### config.mk
export PLATFORM = sky130hd
export DESIGN_NAME = tce_queue
export DESIGN_NICKNAME = d
export VERILOG_FILES = /design/src/sv/tce_pkg.sv /design/src/sv/tce_queue.sv
export SDC_FILE = /design/constraint.sdc
export NUM_CORES = 1
export LEC_CHECK = 0
export ABC_AREA = 1
export BUFFER_PORTS_ARGS = -buffer_cell sky130_fd_sc_hd__buf_2
export CORE_MARGIN = 1
export CORE_UTILIZATION = 25
export CTS_CLUSTER_DIAMETER = 120
export CTS_CLUSTER_SIZE = 28
export DETAILED_ROUTE_END_ITERATION = 8
export SLEW_MARGIN = 20
export SYNTH_ARGS = -nofsm -noshare
export SYNTH_HDL_FRONTEND = slang
export SYNTH_SLANG_ARGS = --single-unit
### constraint.sdc
create_clock -name clock -period 9.5 [get_ports clock]
set_input_delay 0.475 -clock clock [delete_from_list [all_inputs] [get_ports clock]]
set_output_delay 0.475 -clock clock [all_outputs]
set_load 0.05 [all_outputs]
### src/sv/tce_pkg.sv
// Shared types, codes and helpers of the TCP client connection engine.
package tce_pkg;
   localparam int DEF_SLOTS    = 8;
   localparam int DEF_MAX_SEND = 512;
   localparam int RES_MAX      = 8;

   localparam logic [2:0] OP_CONNECT = 3'd0;
   localparam logic [2:0] OP_ARP     = 3'd1;
   localparam logic [2:0] OP_SEGMENT = 3'd2;
   localparam logic [2:0] OP_SEND    = 3'd3;
   localparam logic [2:0] OP_CLOSE   = 3'd4;
   localparam logic [2:0] OP_POLL    = 3'd5;
   localparam logic [2:0] OP_RSVD    = 3'd6;
   localparam logic [2:0] OP_DROP    = 3'd7;

   localparam logic [2:0] ACT_NONE = 3'd0;
   localparam logic [2:0] ACT_ARP  = 3'd1;
   localparam logic [2:0] ACT_SYN  = 3'd2;
   localparam logic [2:0] ACT_ACK  = 3'd3;
   localparam logic [2:0] ACT_DATA = 3'd4;
   localparam logic [2:0] ACT_FIN  = 3'd5;

   localparam logic [2:0] ST_CLOSED   = 3'd0;
   localparam logic [2:0] ST_SYN_SENT = 3'd1;
   localparam logic [2:0] ST_EST      = 3'd2;
   localparam logic [2:0] ST_FW1      = 3'd3;
   localparam logic [2:0] ST_FW2      = 3'd4;
   localparam logic [2:0] ST_CW       = 3'd5;
   localparam logic [2:0] ST_TW       = 3'd6;

   localparam int F_FIN = 0;
   localparam int F_SYN = 1;
   localparam int F_ACK = 4;

   localparam logic [47:0] MAC_ALL = 48'hFFFF_FFFF_FFFF;

   typedef struct packed {
      logic [2:0]  op;
      logic [2:0]  slot;
      logic [31:0] peer_ip;
      logic [15:0] peer_port;
      logic [15:0] own_port;
      logic [47:0] peer_mac;
      logic [8:0]  seg_flags;
      logic [31:0] seg_seq;
      logic [10:0] byte_count;
      logic [31:0] start_seq;
      logic        sum_ok;
   } req_type;

   typedef struct packed {
      logic [2:0]  action;
      logic [2:0]  out_slot;
      logic [31:0] tx_seq;
      logic [31:0] tx_ack;
      logic [9:0]  tx_len;
      logic [47:0] dest_mac;
      logic [31:0] dest_ip;
      logic [15:0] ip_ident;
      logic [2:0]  conn_status;
      logic        ok;
      logic        last;
   } rsp_type;

   function automatic rsp_type none_rsp(input logic [2:0] sl, input logic [2:0] st,
                                        input logic okv);
      rsp_type r;
      r = '0;
      r.out_slot    = sl;
      r.conn_status = st;
      r.ok          = okv;
      return r;
   endfunction
endpackage

### src/sv/tce_queue.sv
// Short FIFO between the front and back parts.
module tce_queue (
   input  logic             clock,
   input  logic             reset,
   input  logic             in_valid,
   output logic             in_ready,
   input  tce_pkg::req_type in_data,
   output logic             out_valid,
   input  logic             out_ready,
   output tce_pkg::req_type out_data
);
   import tce_pkg::*;
   req_type    mem_ff [2];
   logic       wp_ff, wp_in, rp_ff, rp_in;
   logic [1:0] cnt_ff, cnt_in;
   logic       push, pop;

   assign in_ready  = cnt_ff != 2'd2;
   assign out_valid = cnt_ff != 2'd0;
   assign out_data  = mem_ff[rp_ff];
   assign push = in_valid && in_ready;
   assign pop  = out_valid && out_ready;

   always_comb begin
      wp_in  = push ? ~wp_ff : wp_ff;
      rp_in  = pop ? ~rp_ff : rp_ff;
      cnt_in = cnt_ff + {1'b0, push} - {1'b0, pop};
   end

   always_ff @(posedge clock) begin
      if (push) begin
         mem_ff[wp_ff] <= in_data;
      end
      if (reset) begin
         wp_ff <= 1'b0; rp_ff <= 1'b0; cnt_ff <= 2'd0;
      end else begin
         wp_ff <= wp_in; rp_ff <= rp_in; cnt_ff <= cnt_in;
      end
   end
endmodule

After elaboration in Yosys (flattened, before gate mapping) --
Memory sizes are Yosys's and may differ from the RTL's. A register that Yosys moved wholly into a read port is not among the register bits. Index checks and enable logic that the tools add are counted.
Storage, ports and cells: bits in registers 4, output and inout bits 205, input port bits 207, RAM bits 406, memories kept 1, logic and storage cells 16
Cells by class: equal/unequal tests 1, reductions and logical operators 3, bitwise logic cells 2, add/subtract/negate cells 2, multiplexer cells 4
Memories:
- mem_ff | words 2, width 203, read ports 1, clocked after memory_dff 1, write ports 1, RTL line tce_queue.sv:13 | req_type mem_ff [2];
Operator list (number):
- 2-to-1 mux 1 bit | 4
- adder 2 x 1 -> 2 bit | 1
- logical AND 1 bit | 2
- != test 2 bit (second input constant) | 1
- inverter 1 bit | 2
- nonzero test 2 bit | 1
- subtractor 2 x 1 -> 2 bit | 1

Logic depth before layout (Yosys ltp) --
word-level depth 4, gate-level depth with buffers 11, gate-level depth less buffers 11

Worst setup path before layout --
OpenSTA, ideal clock, no wires.
path type register to register, start register cnt_ff[0], end memory mem_ff[0][0] (netlist bit), enable pin, arrival 9.346 ns, setup time 0.771 ns, data required time 8.729 ns, stages on the path, launching flop included 5, setup slack -0.616 ns, path buffers 0, clock period less this slack 10.116 ns, cells stage by stage dfxtp_1 -> inv_1 -> nand2_1 -> nand2_1 -> nor2_1
Between the ends: cells in the longest elaborated chain, start to end 4
RTL lines:
- start: declaration | RTL line tce_queue.sv:15 | logic [1:0] cnt_ff, cnt_in;
- start signal: assignment | RTL line tce_queue.sv:37 | wp_ff <= wp_in; rp_ff <= rp_in; cnt_ff <= cnt_in;
- != test 2 bit | RTL line tce_queue.sv:18 | assign in_ready = cnt_ff != 2'd2;
- named net in_ready | RTL line tce_queue.sv:6 | output logic in_ready,
- logical AND 1 bit | RTL line tce_queue.sv:21 | assign push = in_valid && in_ready;
- 2-to-1 mux 1 bit | RTL line tce_queue.sv:31 | if (push) begin
- 2-to-1 mux 1 bit (implied by the code) | RTL line tce_queue.sv:32 | mem_ff[wp_ff] <= in_data;
- end: declaration | RTL line tce_queue.sv:13
The timed path passes the listed nets, and every way through them passes these cells.

==> Flow_metrics.wiki <==
{| class="wikitable"
! Metric !! Value
|-
| Status || completed
|-
| Startpoint Class || flop
|-
| Drt via density || 3.876
|-
| Number of vias in the routed layout || 7476
|-
| Total power || 5.318 mW
|-
| Relative slew margins || 23.01%
|-
| Setup-violating endpoint count in the final report || 0
|-
| Critical Path Sink Type || output pin
|-
| H-tree depth reported by CTS || 1
|-
| Period minus WS final || 3.416 ns
|-
| Sink Count || 411
|-
| Worst endpoint data arrival time || 2.94 ns
|-
| Final Cycle Share || 35.96%
|-
| Via count of the first global-routing pass || 7606
|-
| Drt initial violations || 336
|-
| Buffer cell driving the clock tree root || sky130_fd_sc_hd__clkbuf_16
|-
| Avg Cell Area, Syn || 23.32 µm²
|-
| Total detailed-routing wirelength || 31680 µm
|-
| Largest net degree at the start of global routing || 107
|-
| Height of the die || 251.8 µm
|-
| Proportion of layout cells with a drive suffix above 1 || 59.17%
|-
| Die Wd || 251.8 µm
|-
| Final weighted congestion in routability-driven placement || 0.7400
|-
| Post-synthesis cell type count || 13
|-
| Layout Cell Area excl Fill || 0.01907 mm²
|-
| Die outline area || 0.06342 mm²
|-
| Power density over the cells || 278.9 mW/mm²
|-
| Area grow syn2layout || 22.19%
|-
| Antenna-violating nets left || 0
|-
| Clock-pin slew of the registers on the worst-case setup and hold paths || 0.11 ns
|-
| Net count after synthesis || 878
|-
| Number of cells produced by synthesis || 669
|-
| Setup Crit Path Kind || reg -> out
|-
| Transition at the pin with the smallest max-transition slack || 1.155 ns
|-
| Final count of pins violating max slew || 0
|-
| TritonCTS Buffers || 18
|-
| Post-synthesis sequential area ratio || 78.77%
|-
| Max-cap violations || 0
|-
| Half-perimeter wire length after detailed placement || 21790 µm
|-
| Number of antenna violations at the first check in global routing || 8
|-
| Source-to-sink clock delay at the later pin of the worst-skew pair || 0.55 ns
|-
| Post-cts sizing count || 0
|-
| Number of setup buffers added after CTS || 0
|-
| Setup TNS || 0 ns
|-
| Routed length per placed instance || 16.42 µm
|-
| Slowest stage cell, crit path || sky130_fd_sc_hd__dfxtp_4
|-
| Count of unresolved DRC violations after routing || 0
|-
| Leakage power total || 7.183 nW
|-
| Critical path's top delay family || buffers and inverters
|-
| Synthesis-stage register bit count || 411
|-
| Cell area after synthesis || 0.01560 mm²
|-
| Clock skew after layout || 0.01419 ns
|-
| Starting Density || 25.28%
|-
| Input/output buffers || 411
|-
| Quantity of hold-fixing buffers added after cts || 0
|-
| CTS tree || done
|-
| First-pass GRT wire length || 45150 µm
|-
| Largest fanout on the critical path || 55
|-
| Total global routing track utilization || 9.288%
|-
| Crit path required time || 9.03 ns
|-
| Hold Violations, Final || 0
|-
| Slowest cell delay on critical path || 0.85 ns
|-
| Utilization after layout || 30.89%
|-
| Number of rows in the core area || 91
|-
| I/O pin total || 412
|-
| Number of buffers and inverters on the critical path || 2
|-
| FMAX || 0.2928 GHz
|-
| Area after detailed placement || 0.01856 mm²
|-
| Critical-path cell list || buf_4, mux2_4, buf_2
|-
| Type of the worst min-delay path || in -> reg
|-
| Max rail drop VDD || 0.1690 mV
|-
| Number of nets in the finished design || 1294
|-
| Number of warnings printed during yosys synthesis || 0
|-
| Total grt overflow || 0
|-
| Pre-antenna DRT Iters || 7
|-
| Bufs on Longest Clock Path || 3
|-
| Area inside the core boundary || 0.06171 mm²
|-
| RSZ-0062 raised after global routing || no
|}
==> layout by cell type (no fill, tap or decap) <==
master,instances
sky130_fd_sc_hd__buf_2,411
sky130_fd_sc_hd__edfxtp_1,406
sky130_fd_sc_hd__mux2_4,170
sky130_fd_sc_hd__mux2_2,33
sky130_fd_sc_hd__clkbuf_16,19
sky130_fd_sc_hd__nor2_1,8
sky130_fd_sc_hd__nand2_1,8
sky130_fd_sc_hd__inv_1,7
sky130_fd_sc_hd__buf_4,7
sky130_fd_sc_hd__clkbuf_1,5
sky130_fd_sc_hd__dfxtp_1,4
sky130_fd_sc_hd__nand3_1,3
sky130_fd_sc_hd__diode_2,2
sky130_fd_sc_hd__inv_8,2
sky130_fd_sc_hd__a21oi_1,2
sky130_fd_sc_hd__ha_1,2
sky130_fd_sc_hd__nor2_4,1
sky130_fd_sc_hd__dfxtp_4,1
sky130_fd_sc_hd__buf_12,1
==> cell usage after synthesis <==
cell type                  instances  share of area, %
sky130_fd_sc_hd__buf_2             3             0.096
sky130_fd_sc_hd__dfxtp_1           5              0.64
sky130_fd_sc_hd__nand2_1           8              0.19
sky130_fd_sc_hd__nand3_1           3             0.096
sky130_fd_sc_hd__mux2_2           33               2.4
sky130_fd_sc_hd__buf_8             1             0.096
sky130_fd_sc_hd__ha_1              2              0.16
sky130_fd_sc_hd__edfxtp_1        406                78
sky130_fd_sc_hd__mux2_4          170                16
sky130_fd_sc_hd__a21oi_1           2             0.064
sky130_fd_sc_hd__nor2_1            9              0.22
sky130_fd_sc_hd__buf_6            19               1.4
sky130_fd_sc_hd__inv_1             8              0.19
==> worst register-to-register path: stages, from the launching register on <==
cell,delay [ns]
sky130_fd_sc_hd__dfxtp_1,0.38
sky130_fd_sc_hd__inv_1,0.07
sky130_fd_sc_hd__nand2_1,0.12
sky130_fd_sc_hd__nand2_1,0.13
sky130_fd_sc_hd__nor2_4,0.10
sky130_fd_sc_hd__buf_4,0.47
sky130_fd_sc_hd__buf_4,0.82
==> cell families (layout without fill, tap and decap cells) <==
group / Yosys count / in the layout / synth area share (%)
adder cells (fa/ha/maj): 2 / 2 / 0.1603
other: 0 / 2 / 0
AND/OR/NAND/NOR: 20 / 20 / 0.5051
flip-flops: 411 / 411 / 78.77
AO/OA/AOI/OAI: 2 / 2 / 0.06415
multiplexers: 203 / 203 / 18.74
buffers and inverters: 31 / 452 / 1.756
==> metrics by stage <==
stage                     std cells  worst slack (ns)  hold WS [ns]
after floorplan                 669             2.804        0.4675
after global placement         1902             6.710        0.4864
after detailed placement       1902             6.648        0.4998
after CTS                      1927             6.015       0.03635
after global routing           1928             5.923       0.05029
final                          1929             6.084       0.07775
==> power breakdown <==
group	switching [mW]	total [mW]	leakage, nW	internal (mW)
clock network	0.533	0.904	0.246	0.371
registers	0.0891	2.38	3.83	2.29
logic	1.41	2.03	3.10	0.625
==> area by class of cell <==
cell class / instances / area [µm²]
diodes: 2 / 5.005
clock buffers: 24 / 494.2
clock inverters: 1 / 11.26
fillers: 6100 / 42650
inverters: 8 / 37.54
multi-input cells: 227 / 3045
flip-flops and latches: 411 / 12300
well taps: 837 / 1047
repair buffers: 419 / 2130
==> path summary, 6_finish.rpt <==
check,startpoint,endpoint,slack (ns),cells after the start
max,flop,out_data[87],6.08,3
min,reset,cnt_ff[0],0.08,2
max reg2reg,cnt_ff[0],mem_ff[0][104],6.93,6
min reg2reg,rp_ff,rp_ff,0.52,2
==> sequential cells by signal (all words and copies together), names as in the netlist, named ones only <==
signal,cells
cnt_ff,2
mem_ff,406
rp_ff,1
wp_ff,1
==> layer usage <==
metal / track usage (%) / vias up / wire length [µm]
met2: 15.82 / 264 / 15360
met3: 3.786 / 39 / 3194
met5: 0 / - / 35
met4: 2.320 / 6 / 568
li1: - / 3460 / -
met1: 10.82 / 3707 / 12520
Power figures use the tool's default switching activity.
