[config.mk]
export PLATFORM = sky130hd
export DESIGN_NAME = tce_back_flat
export DESIGN_NICKNAME = d
export VERILOG_FILES = /design/src/sv/tce_pkg.sv /design/src/sv/tce_if.sv /design/src/sv/tce_back.sv /design/src/flat_wrapper.sv
export SDC_FILE = /design/constraint.sdc
export NUM_CORES = 2
export LEC_CHECK = 0
export ABC_CLOCK_PERIOD_IN_PS = 5000
export BUFFER_PORTS_ARGS = -buffer_cell sky130_fd_sc_hd__buf_2
export CAP_MARGIN = 20
export CORE_MARGIN = 2
export CORE_UTILIZATION = 61
export DETAILED_ROUTE_END_ITERATION = 7
export GPL_TIMING_DRIVEN = 1
export PLACE_DENSITY = 0.91
export SETUP_SLACK_MARGIN = 0.2
export SLEW_MARGIN = 20
export SYNTH_ARGS = -nofsm -noshare
export SYNTH_HDL_FRONTEND = slang
export SYNTH_SLANG_ARGS = --single-unit
[constraint.sdc]
create_clock -name clock -period 5 [get_ports clock]
set_input_delay 0.5 -clock clock [delete_from_list [all_inputs] [get_ports clock]]
set_output_delay 0.5 -clock clock [all_outputs]
set_load 0.05 [all_outputs]
[src/sv/tce_pkg.sv]
// Shared types, codes and helpers of the TCP client connection engine.
package tce_pkg;
   localparam int DEF_SLOTS    = 8;
   localparam int DEF_MAX_SEND = 512;
   localparam int RES_MAX      = 8;

   localparam logic [2:0] OP_CONNECT = 3'd0;
   localparam logic [2:0] OP_ARP     = 3'd1;
   localparam logic [2:0] OP_SEGMENT = 3'd2;
   localparam logic [2:0] OP_SEND    = 3'd3;
   localparam logic [2:0] OP_CLOSE   = 3'd4;
   localparam logic [2:0] OP_POLL    = 3'd5;
   localparam logic [2:0] OP_RSVD    = 3'd6;
   localparam logic [2:0] OP_DROP    = 3'd7;

   localparam logic [2:0] ACT_NONE = 3'd0;
   localparam logic [2:0] ACT_ARP  = 3'd1;
   localparam logic [2:0] ACT_SYN  = 3'd2;
   localparam logic [2:0] ACT_ACK  = 3'd3;
   localparam logic [2:0] ACT_DATA = 3'd4;
   localparam logic [2:0] ACT_FIN  = 3'd5;

   localparam logic [2:0] ST_CLOSED   = 3'd0;
   localparam logic [2:0] ST_SYN_SENT = 3'd1;
   localparam logic [2:0] ST_EST      = 3'd2;
   localparam logic [2:0] ST_FW1      = 3'd3;
   localparam logic [2:0] ST_FW2      = 3'd4;
   localparam logic [2:0] ST_CW       = 3'd5;
   localparam logic [2:0] ST_TW       = 3'd6;

   localparam int F_FIN = 0;
   localparam int F_SYN = 1;
   localparam int F_ACK = 4;

   localparam logic [47:0] MAC_ALL = 48'hFFFF_FFFF_FFFF;

   typedef struct packed {
      logic [2:0]  op;
      logic [2:0]  slot;
      logic [31:0] peer_ip;
      logic [15:0] peer_port;
      logic [15:0] own_port;
      logic [47:0] peer_mac;
      logic [8:0]  seg_flags;
      logic [31:0] seg_seq;
      logic [10:0] byte_count;
      logic [31:0] start_seq;
      logic        sum_ok;
   } req_type;

   typedef struct packed {
      logic [2:0]  action;
      logic [2:0]  out_slot;
      logic [31:0] tx_seq;
      logic [31:0] tx_ack;
      logic [9:0]  tx_len;
      logic [47:0] dest_mac;
      logic [31:0] dest_ip;
      logic [15:0] ip_ident;
      logic [2:0]  conn_status;
      logic        ok;
      logic        last;
   } rsp_type;

   function automatic rsp_type none_rsp(input logic [2:0] sl, input logic [2:0] st,
                                        input logic okv);
      rsp_type r;
      r = '0;
      r.out_slot    = sl;
      r.conn_status = st;
      r.ok          = okv;
      return r;
   endfunction
endpackage

[src/sv/tce_if.sv]
// Valid/ready channel interface carrying one payload.
interface tce_if #(parameter type payload_type = logic) (input logic clock);
   logic        valid;
   logic        ready;
   payload_type data;
   modport source (output valid, output data, input ready);
   modport sink (input valid, input data, output ready);
endinterface

[src/sv/tce_back.sv]
// Back part: connection table, slot walk and result register.
module tce_back #(
   parameter int SLOTS    = tce_pkg::DEF_SLOTS,
   parameter int MAX_SEND = tce_pkg::DEF_MAX_SEND
) (
   input  logic             clock,
   input  logic             reset,
   input  logic             q_valid,
   output logic             q_ready,
   input  tce_pkg::req_type q_data,
   tce_if.source            rsp
);
   import tce_pkg::*;
   localparam int SW = (SLOTS > 1) ? $clog2(SLOTS) : 1;
   localparam int CW = $clog2(SLOTS + 1);

   localparam logic [1:0] S_IDLE = 2'd0;
   localparam logic [1:0] S_WALK = 2'd1;
   localparam logic [1:0] S_EXEC = 2'd2;

   logic [2:0]  st_ff [SLOTS], st_in [SLOTS];
   logic [15:0] lp_ff [SLOTS], lp_in [SLOTS];
   logic [15:0] rp_ff [SLOTS], rp_in [SLOTS];
   logic [31:0] ip_ff [SLOTS], ip_in [SLOTS];
   logic [47:0] mac_ff [SLOTS], mac_in [SLOTS];
   logic [31:0] seq_ff [SLOTS], seq_in [SLOTS];
   logic [31:0] ack_ff [SLOTS], ack_in [SLOTS];
   logic [3:0]  mk_ff [SLOTS], mk_in [SLOTS];
   logic [9:0]  len_ff [SLOTS], len_in [SLOTS];
   logic [15:0] id_ff, id_in;

   logic [1:0]  fsm_ff, fsm_in;
   req_type     cur_ff, cur_in;
   logic [CW-1:0] idx_ff, idx_in;
   logic [SW-1:0] hit_ff, hit_in;
   logic        found_ff, found_in;
   logic [3:0]  nout_ff, nout_in;
   logic        seg2_ff, seg2_in;
   logic        rv_ff, rv_in;
   rsp_type     rd_ff, rd_in;

   logic [SW-1:0] ix;
   logic [SW-1:0] hs;
   logic [31:0]  sum;
   logic         emit;
   rsp_type      r;

   assign rsp.valid = rv_ff;
   assign rsp.data  = rd_ff;
   assign q_ready   = fsm_ff == S_IDLE && !rv_ff;
   assign ix = idx_ff[SW-1:0];
   assign hs = hit_ff;
   assign sum = cur_ff.seg_seq + {21'd0, cur_ff.byte_count};

   always_comb begin
      for (int k = 0; k < SLOTS; k++) begin
         st_in[k] = st_ff[k]; lp_in[k] = lp_ff[k]; rp_in[k] = rp_ff[k];
         ip_in[k] = ip_ff[k]; mac_in[k] = mac_ff[k]; seq_in[k] = seq_ff[k];
         ack_in[k] = ack_ff[k]; mk_in[k] = mk_ff[k]; len_in[k] = len_ff[k];
      end
      id_in = id_ff; fsm_in = fsm_ff; cur_in = cur_ff; idx_in = idx_ff;
      hit_in = hit_ff; found_in = found_ff; nout_in = nout_ff; seg2_in = seg2_ff;
      rv_in = rv_ff; rd_in = rd_ff;
      emit = 1'b0; r = '0;
      if (rsp.valid && rsp.ready) rv_in = 1'b0;

      unique case (fsm_ff)
         S_IDLE: begin
            if (q_valid && q_ready) begin
               cur_in = q_data; idx_in = '0; found_in = 1'b0; nout_in = '0;
               seg2_in = 1'b0; fsm_in = S_WALK;
            end
         end
         S_WALK: begin
            // one slot per cycle unless a poll result is held; a poll also ends here, lookups go on to S_EXEC
            if (cur_ff.op == OP_POLL) begin
               if (rv_ff && !rsp.ready) begin
                  fsm_in = S_WALK;
               end else if (idx_ff == CW'(SLOTS) || nout_ff == 4'(RES_MAX)) begin
                  if (nout_ff == 4'd0) begin
                     r = none_rsp(3'd0, ST_CLOSED, 1'b0); r.last = 1'b1; emit = 1'b1;
                  end
                  fsm_in = S_IDLE;
               end else begin
                  r = '0; r.out_slot = 3'(ix); r.tx_seq = seq_ff[ix];
                  r.tx_ack = ack_ff[ix]; r.dest_mac = mac_ff[ix];
                  r.dest_ip = ip_ff[ix]; r.ip_ident = id_ff;
                  r.conn_status = st_ff[ix];
                  if (mk_ff[ix][0]) begin
                     r.action = ACT_ARP; r.tx_seq = '0; r.tx_ack = '0;
                     r.ip_ident = '0; r.dest_mac = MAC_ALL; emit = 1'b1;
                     mk_in[ix][0] = 1'b0;
                  end else if (mk_ff[ix][1]) begin
                     r.action = ACT_SYN; emit = 1'b1; id_in = id_ff + 16'd1;
                     seq_in[ix] = seq_ff[ix] + 32'd1; mk_in[ix][1] = 1'b0;
                  end else if (mk_ff[ix][2] && st_ff[ix] == ST_EST) begin
                     r.action = ACT_DATA; r.tx_len = len_ff[ix]; emit = 1'b1;
                     id_in = id_ff + 16'd1;
                     seq_in[ix] = seq_ff[ix] + {22'd0, len_ff[ix]};
                     len_in[ix] = '0; mk_in[ix][2] = 1'b0;
                  end else if (mk_ff[ix][3] && st_ff[ix] == ST_EST) begin
                     r.action = ACT_FIN; r.conn_status = ST_FW1; emit = 1'b1;
                     st_in[ix] = ST_FW1; id_in = id_ff + 16'd1;
                     seq_in[ix] = seq_ff[ix] + 32'd1; mk_in[ix][3] = 1'b0;
                  end
                  // last when no later slot can emit within the cap
                  if (emit) nout_in = nout_ff + 4'd1;
                  r.last = 1'b0;
                  if (emit) begin
                     r.last = (nout_ff + 4'd1 == 4'(RES_MAX)) || (idx_ff == CW'(SLOTS - 1));
                     for (int k = 0; k < SLOTS; k++) begin
                        if (k > int'(idx_ff) && (mk_ff[k][0] || mk_ff[k][1] ||
                            ((mk_ff[k][2] || mk_ff[k][3]) && st_ff[k] == ST_EST)) &&
                            nout_ff + 4'd1 != 4'(RES_MAX)) r.last = 1'b0;
                     end
                     if (!r.last) begin
                        r.last = 1'b1;
                        for (int k = 0; k < SLOTS; k++) begin
                           if (k > int'(idx_ff) && (mk_ff[k][0] || mk_ff[k][1] ||
                               ((mk_ff[k][2] || mk_ff[k][3]) && st_ff[k] == ST_EST)))
                              r.last = 1'b0;
                        end
                     end
                  end
                  idx_in = idx_ff + CW'(1);
                  if (emit && r.last) fsm_in = S_IDLE;
               end
            end else if ((cur_ff.op == OP_ARP || cur_ff.op == OP_SEGMENT) &&
                         idx_ff != CW'(SLOTS) && !found_ff) begin
               if (cur_ff.op == OP_ARP ? (st_ff[ix] == ST_SYN_SENT &&
                                         ip_ff[ix] == cur_ff.peer_ip)
                   : (lp_ff[ix] == cur_ff.own_port && rp_ff[ix] == cur_ff.peer_port &&
                      ip_ff[ix] == cur_ff.peer_ip)) begin
                  found_in = 1'b1; hit_in = ix;
               end else begin
                  idx_in = idx_ff + CW'(1);
               end
            end else begin
               fsm_in = S_EXEC;
            end
         end
         default: begin
            // S_EXEC: apply the request; segments may need two results
            if (!(rv_ff && !rsp.ready)) begin
               fsm_in = S_IDLE; emit = 1'b1;
               r = none_rsp(3'd0, ST_CLOSED, 1'b0); r.last = 1'b1;
               case (cur_ff.op)
                  OP_CONNECT, OP_SEND, OP_CLOSE: begin
                     r.out_slot = cur_ff.slot;
                     if (int'(cur_ff.slot) < SLOTS) begin
                        if (cur_ff.op == OP_CONNECT) begin
                           st_in[cur_ff.slot[SW-1:0]] = ST_SYN_SENT;
                           ip_in[cur_ff.slot[SW-1:0]] = cur_ff.peer_ip;
                           rp_in[cur_ff.slot[SW-1:0]] = cur_ff.peer_port;
                           lp_in[cur_ff.slot[SW-1:0]] = cur_ff.own_port;
                           mac_in[cur_ff.slot[SW-1:0]] = '0;
                           seq_in[cur_ff.slot[SW-1:0]] = cur_ff.start_seq;
                           ack_in[cur_ff.slot[SW-1:0]] = '0;
                           mk_in[cur_ff.slot[SW-1:0]] = 4'b0001;
                           len_in[cur_ff.slot[SW-1:0]] = '0;
                           r.conn_status = ST_SYN_SENT; r.ok = 1'b1;
                        end else begin
                           r.conn_status = st_ff[cur_ff.slot[SW-1:0]];
                           if (st_ff[cur_ff.slot[SW-1:0]] == ST_EST) begin
                              if (cur_ff.op == OP_CLOSE) begin
                                 mk_in[cur_ff.slot[SW-1:0]][3] = 1'b1; r.ok = 1'b1;
                              end else if (int'(cur_ff.byte_count) <= MAX_SEND) begin
                                 mk_in[cur_ff.slot[SW-1:0]][2] = 1'b1;
                                 len_in[cur_ff.slot[SW-1:0]] = cur_ff.byte_count[9:0];
                                 r.ok = 1'b1;
                              end
                           end
                        end
                     end
                  end
                  OP_ARP: begin
                     if (found_ff) begin
                        mac_in[hs] = cur_ff.peer_mac; mk_in[hs][1] = 1'b1;
                        r.out_slot = 3'(hs); r.conn_status = st_ff[hs]; r.ok = 1'b1;
                     end
                  end
                  OP_SEGMENT: begin
                     if (found_ff) begin
                        r = '0; r.out_slot = 3'(hs); r.ok = 1'b1; r.last = 1'b1;
                        r.tx_seq = seq_ff[hs]; r.dest_mac = mac_ff[hs];
                        r.dest_ip = ip_ff[hs]; r.ip_ident = id_ff;
                        r.conn_status = st_ff[hs];
                        emit = 1'b0;
                        case (st_ff[hs])
                           ST_SYN_SENT: begin
                              if (cur_ff.seg_flags[F_SYN] && cur_ff.seg_flags[F_ACK]) begin
                                 ack_in[hs] = cur_ff.seg_seq + 32'd1; st_in[hs] = ST_EST;
                                 r.action = ACT_ACK; r.conn_status = ST_EST; emit = 1'b1;
                              end
                           end
                           ST_EST: begin
                              if (!seg2_ff && cur_ff.byte_count != 11'd0) begin
                                 ack_in[hs] = sum + {31'd0, cur_ff.seg_flags[F_SYN]}
                                            + {31'd0, cur_ff.seg_flags[F_FIN]};
                                 r.action = ACT_ACK; r.tx_ack = ack_in[hs]; emit = 1'b1;
                                 if (cur_ff.seg_flags[F_FIN]) begin
                                    r.last = 1'b0; seg2_in = 1'b1; fsm_in = S_EXEC;
                                 end
                              end else if (cur_ff.seg_flags[F_FIN]) begin
                                 ack_in[hs] = sum + 32'd1; st_in[hs] = ST_CW;
                                 r.action = ACT_ACK; r.conn_status = ST_CW; emit = 1'b1;
                              end
                           end
                           ST_FW1, ST_FW2: begin
                              if (cur_ff.seg_flags[F_FIN]) begin
                                 ack_in[hs] = sum + 32'd1; st_in[hs] = ST_TW;
                                 r.action = ACT_ACK; r.conn_status = ST_TW; emit = 1'b1;
                              end else if (st_ff[hs] == ST_FW1 && cur_ff.seg_flags[F_ACK])
                                 st_in[hs] = ST_FW2;
                           end
                           ST_TW: st_in[hs] = ST_CLOSED;
                           default: ;
                        endcase
                        if (emit) begin
                           r.tx_ack = ack_in[hs]; id_in = id_ff + 16'd1;
                        end else begin
                           r = none_rsp(3'(hs), st_in[hs], 1'b1); r.last = 1'b1;
                           emit = 1'b1;
                        end
                     end
                  end
                  default: ;
               endcase
            end
         end
      endcase

      if (emit) begin
         rv_in = 1'b1; rd_in = r;
      end
   end

   always_ff @(posedge clock) begin
      cur_ff <= cur_in; hit_ff <= hit_in; rd_ff <= rd_in;
      if (reset) begin
         for (int k = 0; k < SLOTS; k++) begin
            st_ff[k] <= ST_CLOSED; lp_ff[k] <= '0; rp_ff[k] <= '0; ip_ff[k] <= '0;
            mac_ff[k] <= '0; seq_ff[k] <= '0; ack_ff[k] <= '0; mk_ff[k] <= '0;
            len_ff[k] <= '0;
         end
         id_ff <= 16'd1; fsm_ff <= S_IDLE; idx_ff <= '0; found_ff <= 1'b0;
         nout_ff <= '0; seg2_ff <= 1'b0; rv_ff <= 1'b0;
      end else begin
         for (int k = 0; k < SLOTS; k++) begin
            st_ff[k] <= st_in[k]; lp_ff[k] <= lp_in[k]; rp_ff[k] <= rp_in[k];
            ip_ff[k] <= ip_in[k]; mac_ff[k] <= mac_in[k]; seq_ff[k] <= seq_in[k];
            ack_ff[k] <= ack_in[k]; mk_ff[k] <= mk_in[k]; len_ff[k] <= len_in[k];
         end
         id_ff <= id_in; fsm_ff <= fsm_in; idx_ff <= idx_in; found_ff <= found_in;
         nout_ff <= nout_in; seg2_ff <= seg2_in; rv_ff <= rv_in;
      end
   end
endmodule

[src/flat_wrapper.sv]
// flat-port wrapper written by rule: the top's interface ports become plain ports
module tce_back_flat import tce_pkg::*;
#(
   parameter int SLOTS    = tce_pkg::DEF_SLOTS,
   parameter int MAX_SEND = tce_pkg::DEF_MAX_SEND
)
  (clock, reset, q_valid, q_ready, q_data, rsp_valid, rsp_data, rsp_ready);
  tce_if rsp_i (.clock(clock));
  input  logic clock;
  input  logic reset;
  input  logic q_valid;
  output logic q_ready;
  input  tce_pkg::req_type q_data;
  output wire logic [$bits(rsp_i.valid)-1:0] rsp_valid;
  output wire logic [$bits(rsp_i.data)-1:0] rsp_data;
  input wire logic [$bits(rsp_i.ready)-1:0] rsp_ready;
  assign rsp_valid = rsp_i.valid;
  assign rsp_data = rsp_i.data;
  assign rsp_i.ready = rsp_ready;
  tce_back #(.SLOTS(SLOTS), .MAX_SEND(MAX_SEND)) u_core (.clock(clock), .reset(reset), .q_valid(q_valid), .q_ready(q_ready), .q_data(q_data), .rsp(rsp_i));
endmodule
# == After elaboration in Yosys (flattened, before gate mapping) ==
# Memories as Yosys holds them, arrays and structs flattened. A register that Yosys moved wholly into a read port is not among the register bits.
# Cells that the tools add are included.
# op_classes
add_sub_neg,10
order_cmp,14
eq_ne,48
mux,362
n_bitwise,121
n_reduce_logical,92
# ops
operator,n
$mux W256,25
$bwmux W256,7
$mux W384,4
$mux W32,43
$mux W128,8
$pmux W256 S2,2
$mux W80,12
$pmux W256 S3,1
$pmux W384 S2,1
$mux W48,10
$mux W24,19
$mux W16,28
$and A384 B384 Y384,1
$bwmux W384,1
$not A384 Y384,1
$demux W32 S3,3
$demux W48 S3,2
$and A256 B256 Y256,1
$bwmux W128,2
$not A256 Y256,1
$mux W181,1
$and A80 B80 Y80,2
$not A80 Y80,2
$pmux W80 S2,1
81 further kinds,469
# totals
register_bits,231
mem_bits_rw,1544
input_bits,207
out_inout_bits,3
wordCells,675
n_memories,9
# memory_table
name,depth,word_bits,rd,rd_clocked_by_memory_dff,wr,line,source
u_core.mac_ff,8,48,9,1,8,tce_back.sv:25,"logic [47:0] mac_ff [SLOTS], mac_in [SLOTS];"
u_core.ack_ff,8,32,8,0,8,tce_back.sv:27,"logic [31:0] ack_ff [SLOTS], ack_in [SLOTS];"
u_core.ip_ff,8,32,10,2,8,tce_back.sv:24,"logic [31:0] ip_ff [SLOTS], ip_in [SLOTS];"
u_core.seq_ff,8,32,10,2,8,tce_back.sv:26,"logic [31:0] seq_ff [SLOTS], seq_in [SLOTS];"
u_core.lp_ff,8,16,9,1,8,tce_back.sv:22,"logic [15:0] lp_ff [SLOTS], lp_in [SLOTS];"
u_core.rp_ff,8,16,9,1,8,tce_back.sv:23,"logic [15:0] rp_ff [SLOTS], rp_in [SLOTS];"
3 more memories,--,--,--,--,--,--,

# == Longest topological paths before layout ==
# An unclocked memory read counts as a cell.
# logic_depth
depth_word,30
mapped_depth,14
ltp_nobuf,11

# == Worst setup path before layout ==
# Ideal clock, no wire load.
# synth_timing
kind,register to register
from,"register u_core.rv_ff, in the netlist u_core.rsp.valid"
to,register u_core.fsm_ff[1]
setup_time_ns,0.132
t_arrival_ns,5.401
t_required_ns,4.868
setup_slack_ns,-0.533
stages_incl_launch_ff,9
n_path_buf,1
synth_period_minus_slack_ns,5.533
cell_sequence,dfxtp_1 > nor3_1 > and2_1 > clkbuf_1 > o21bai_1 > o21bai_1 > a32o_1 > o21ai_0 > a21oi_1
# synth_between
elab_chain_cells,5
word_cells_on_any_way,11
cone_classes,3 x eq/ne; 3 x mux; 5 x reduce/logical
# synth_lines
item,line,source
start: declaration,tce_back.sv:39,"logic rv_ff, rv_in;"
start signal: assignment,tce_back.sv:255,nout_ff <= nout_in; seg2_ff <= seg2_in; rv_ff <= rv_in;
$logic_not A1 Y1,tce_back.sv:50,assign q_ready = fsm_ff == S_IDLE && !rv_ff;
$logic_and A1 B1 Y1,tce_back.sv:50,
via q_ready,flat_wrapper.sv:12,output logic q_ready;
$logic_and A1 B1 Y1,tce_back.sv:69,if (q_valid && q_ready) begin
$ne A2 B2 Y1 (no line),--,
$reduce_and A4 Y1 (no line),--,
end signal: assignment,tce_back.sv:254,id_ff <= id_in; fsm_ff <= fsm_in; idx_ff <= idx_in; found_ff <= found_in;
end: declaration,tce_back.sv:32,"logic [1:0] fsm_ff, fsm_in;"
# The timed path passes the listed nets, and every way through them passes these cells.
# A chain may end at the register's enable or synchronous reset.

==> flow_summary.toml <==
[placed_design]
pre_cts_slack_ps = 695.0
dp.cells = 4130
hpwl_mm = 51.51
port_buffers = 90
gp_congestion = 1.009

[sta]
hold_viol_final = 0
max_clock_freq_mhz = 221.5
rsz0062_at_grt = "no"
fin_crit_ps = 4515
slew_viol_final = 0
post-route-period-util = 0.9031
worst-slew-pin-transition_ps = 1126
fin_ws_ps = 484.5
clock_skew_ps = 20.90
maxSlewHeadroom = 0.2496
tns_ps = 0
final-setup-viol-count = 0
whs_ps = 59.31

[cts]
insertion_delay_ps = 620
cts.clk_slew.worst_paths_ps = 60
numCtsBuffers = 71
h-tree-depth = 3
cts_buffer_depth = 3
clockRootBuffer = "clkbuf_16"
clock_sinks = 678
cts_resized = 0
cts_tree = "built"
ctsHoldBuffers = 0
cts_setup_buffers = 0

[finish]
num-fill-cells = 3599
instances_no_fill = 4259
finish.utilization = 0.6795
area_growth_pct = 9.797
final_nets = 3744
drive_gt1_frac = 0.1216
antennaDiodeCount = 0

[setup_path]
cp_max_fo = 38
arrival_ps = 5030
crit_path_end_kind = "register"
cp-start-kind = "register"
required_ps = 5510
crit_type = "register to register"

[floorplanning]
die_area_um2 = 52720
start_util = 0.6189
num_io_pins = 210
rows = 82
die_h_um = 229.6
core_um2 = 50170
die_w_um = 229.6

[global_route]
grt_use_total = 0.3463
grt_pass1_wl_mm = 145.0
grt_pass1_vias = 27030
grt_max_degree = 158
gr-total-overflow = 0
antenna_found_initial = 1

[power_and_ir_drop]
power.density_nw_per_um2 = 390.7
power_leakage_nw = 10.84
ir_drop_mv = 0.3300

[detailed_routing]
drt_iter0_markers = 3772
ant_nets = 0
postRouteWirelength_mm = 93.52
dr.pass1.iters = 7
num_vias = 27980
wl_per_cell_um = 21.96
drt-vias-per-instance = 6.569
drcViolationCount = 0

[hold_path]
hp-class = "input port to register"

[synth]
synth_common_cells = "nand2_1, a21oi_1, dfxtp_1"
synth.most_common_cell = "nand2_1"
synth_edf_count = 88
ys_types = 73
synth_simple_gate_area_frac = 0.1891
yosysWarnings = 0
synth_cells = 3635
synth_top_area_frac = 0.3804
synth_xor_area_frac = 0.01495
synth_compound_area_frac = 0.1616
synthTopCellsByArea = "dfxtp_1, nand2_1, a21oi_1"
synthArstFlopShare = 0
synthAdderAreaFrac = 0.002418
muxShareOfSynthArea = 0.1237
synth_fp_nets = 3848
synth_area_um2 = 31050
synth.largest_area_cell = "dfxtp_1"
ys_seq_elements = 678
synth_top_family_by_area = "simple AND/OR/NAND/NOR gates"
ys.flop_type = "dfxtp_1"
syn_avg_cell_area_um2 = 8.542
ys_seq_area_frac = 0.4655

[job]
maxCapViolCount = 0

[outcome]
outcome = "complete, no violations"
-- flip-flops by register name, indices dropped and copies added (netlist names), 2 cells and up, named ones only --
signal	count
u_core.mk_ff	32
u_core.rp_ff	128
u_core.st_ff	24
u_core.nout_ff	4
u_core.lp_ff	128
u_core.fsm_ff	2
u_core.idx_ff	4
u_core.cur_ff	84
u_core.hit_ff	3
u_core.ip_ff	256
-- stage by stage --
| step | power (W) | cell area [um^2] |
|---|---|---|
| finish | 0.01332 | 34090 |
| floorplan | 0.007419 | 31050 |
| global placement | 0.008005 | 31740 |
| detailed placement | 0.008025 | 31740 |
| global route | 0.01368 | 34090 |
| CTS | 0.01325 | 34090 |
-- cells in the final DEF (no fill, tap or decap), types with 14 or more instances in the layout --
cell type / instances
nand2_1: 1111
o21a_1: 16
clkbuf_16: 76
o21ai_0: 83
a211oi_1: 21
a22oi_1: 21
nor3_1: 38
nand3_1: 33
buf_2: 89
nor2_1: 89
edfxtp_1: 88
mux4_2: 96
mux2_2: 53
a21oi_1: 604
dfxtp_1: 587
buf_4: 35
xnor2_1: 47
mux2i_1: 107
o22ai_1: 41
nor4_1: 14
clkbuf_1: 17
buf_12: 14
-- path summary, 6_finish.rpt --
kind / startpoint / endpoint / slack, ps / cells past startpoint
max: register / register / 480 / 11
min: q_data[152] / u_core.cur_ff[152] / 60 / 1
max reg2reg: register / register / 480 / 11
min reg2reg: u_core.ip_ff[5][11] / u_core.ip_ff[5][11] / 450 / 2
-- area by class of cell --
type	count	area, um^2	share of cell area
clock buffer	106	2145	0.06291
multi-input combinational	2629	15390	0.4514
inverter	12	45.04	0.001321
tap	672	840.8	0.02466
clock inverter	23	201.4	0.005909
sequential	678	14470	0.4243
timing repair buffer	139	1003	0.02944
-- worst max-delay path, stage by stage, from the launching register on --
cell and delay, ps:
dfxtp_4 640, buf_12 350, mux4_2 550, mux2i_1 190, xnor2_1 120, nor4_1 810, nand3_1 310, nor4_1 400
buf_4 210, o211a_1 220, nand2b_1 230, mux2_2 340
-- logic make-up after synthesis --
kind of cell,count (synthesis)
flops,678
xor+xnor,53
fa+ha+maj,6
buf+inv,328
simple gates,1422
compound gates,891
mux,257
-- per-layer routing --
metal | GRT usage | routed length (um) | vias up | share of wire
met4 | 0.2190 | 5741 | 0 | 0.061
met2 | 0.5468 | 42790 | 2067 | 0.46
met5 | 0 | 0 | - | 0
met3 | 0.07458 | 11600 | 482 | 0.12
met1 | 0.4325 | 33390 | 13050 | 0.36
li1 | - | - | 12380 | -
-- power breakdown --
group          switching [W]  internal (W)
logic                0.00111      0.000569
registers           0.000528       0.00580
clock network        0.00222       0.00309
No activity file was read; power rests on OpenSTA's default activity.
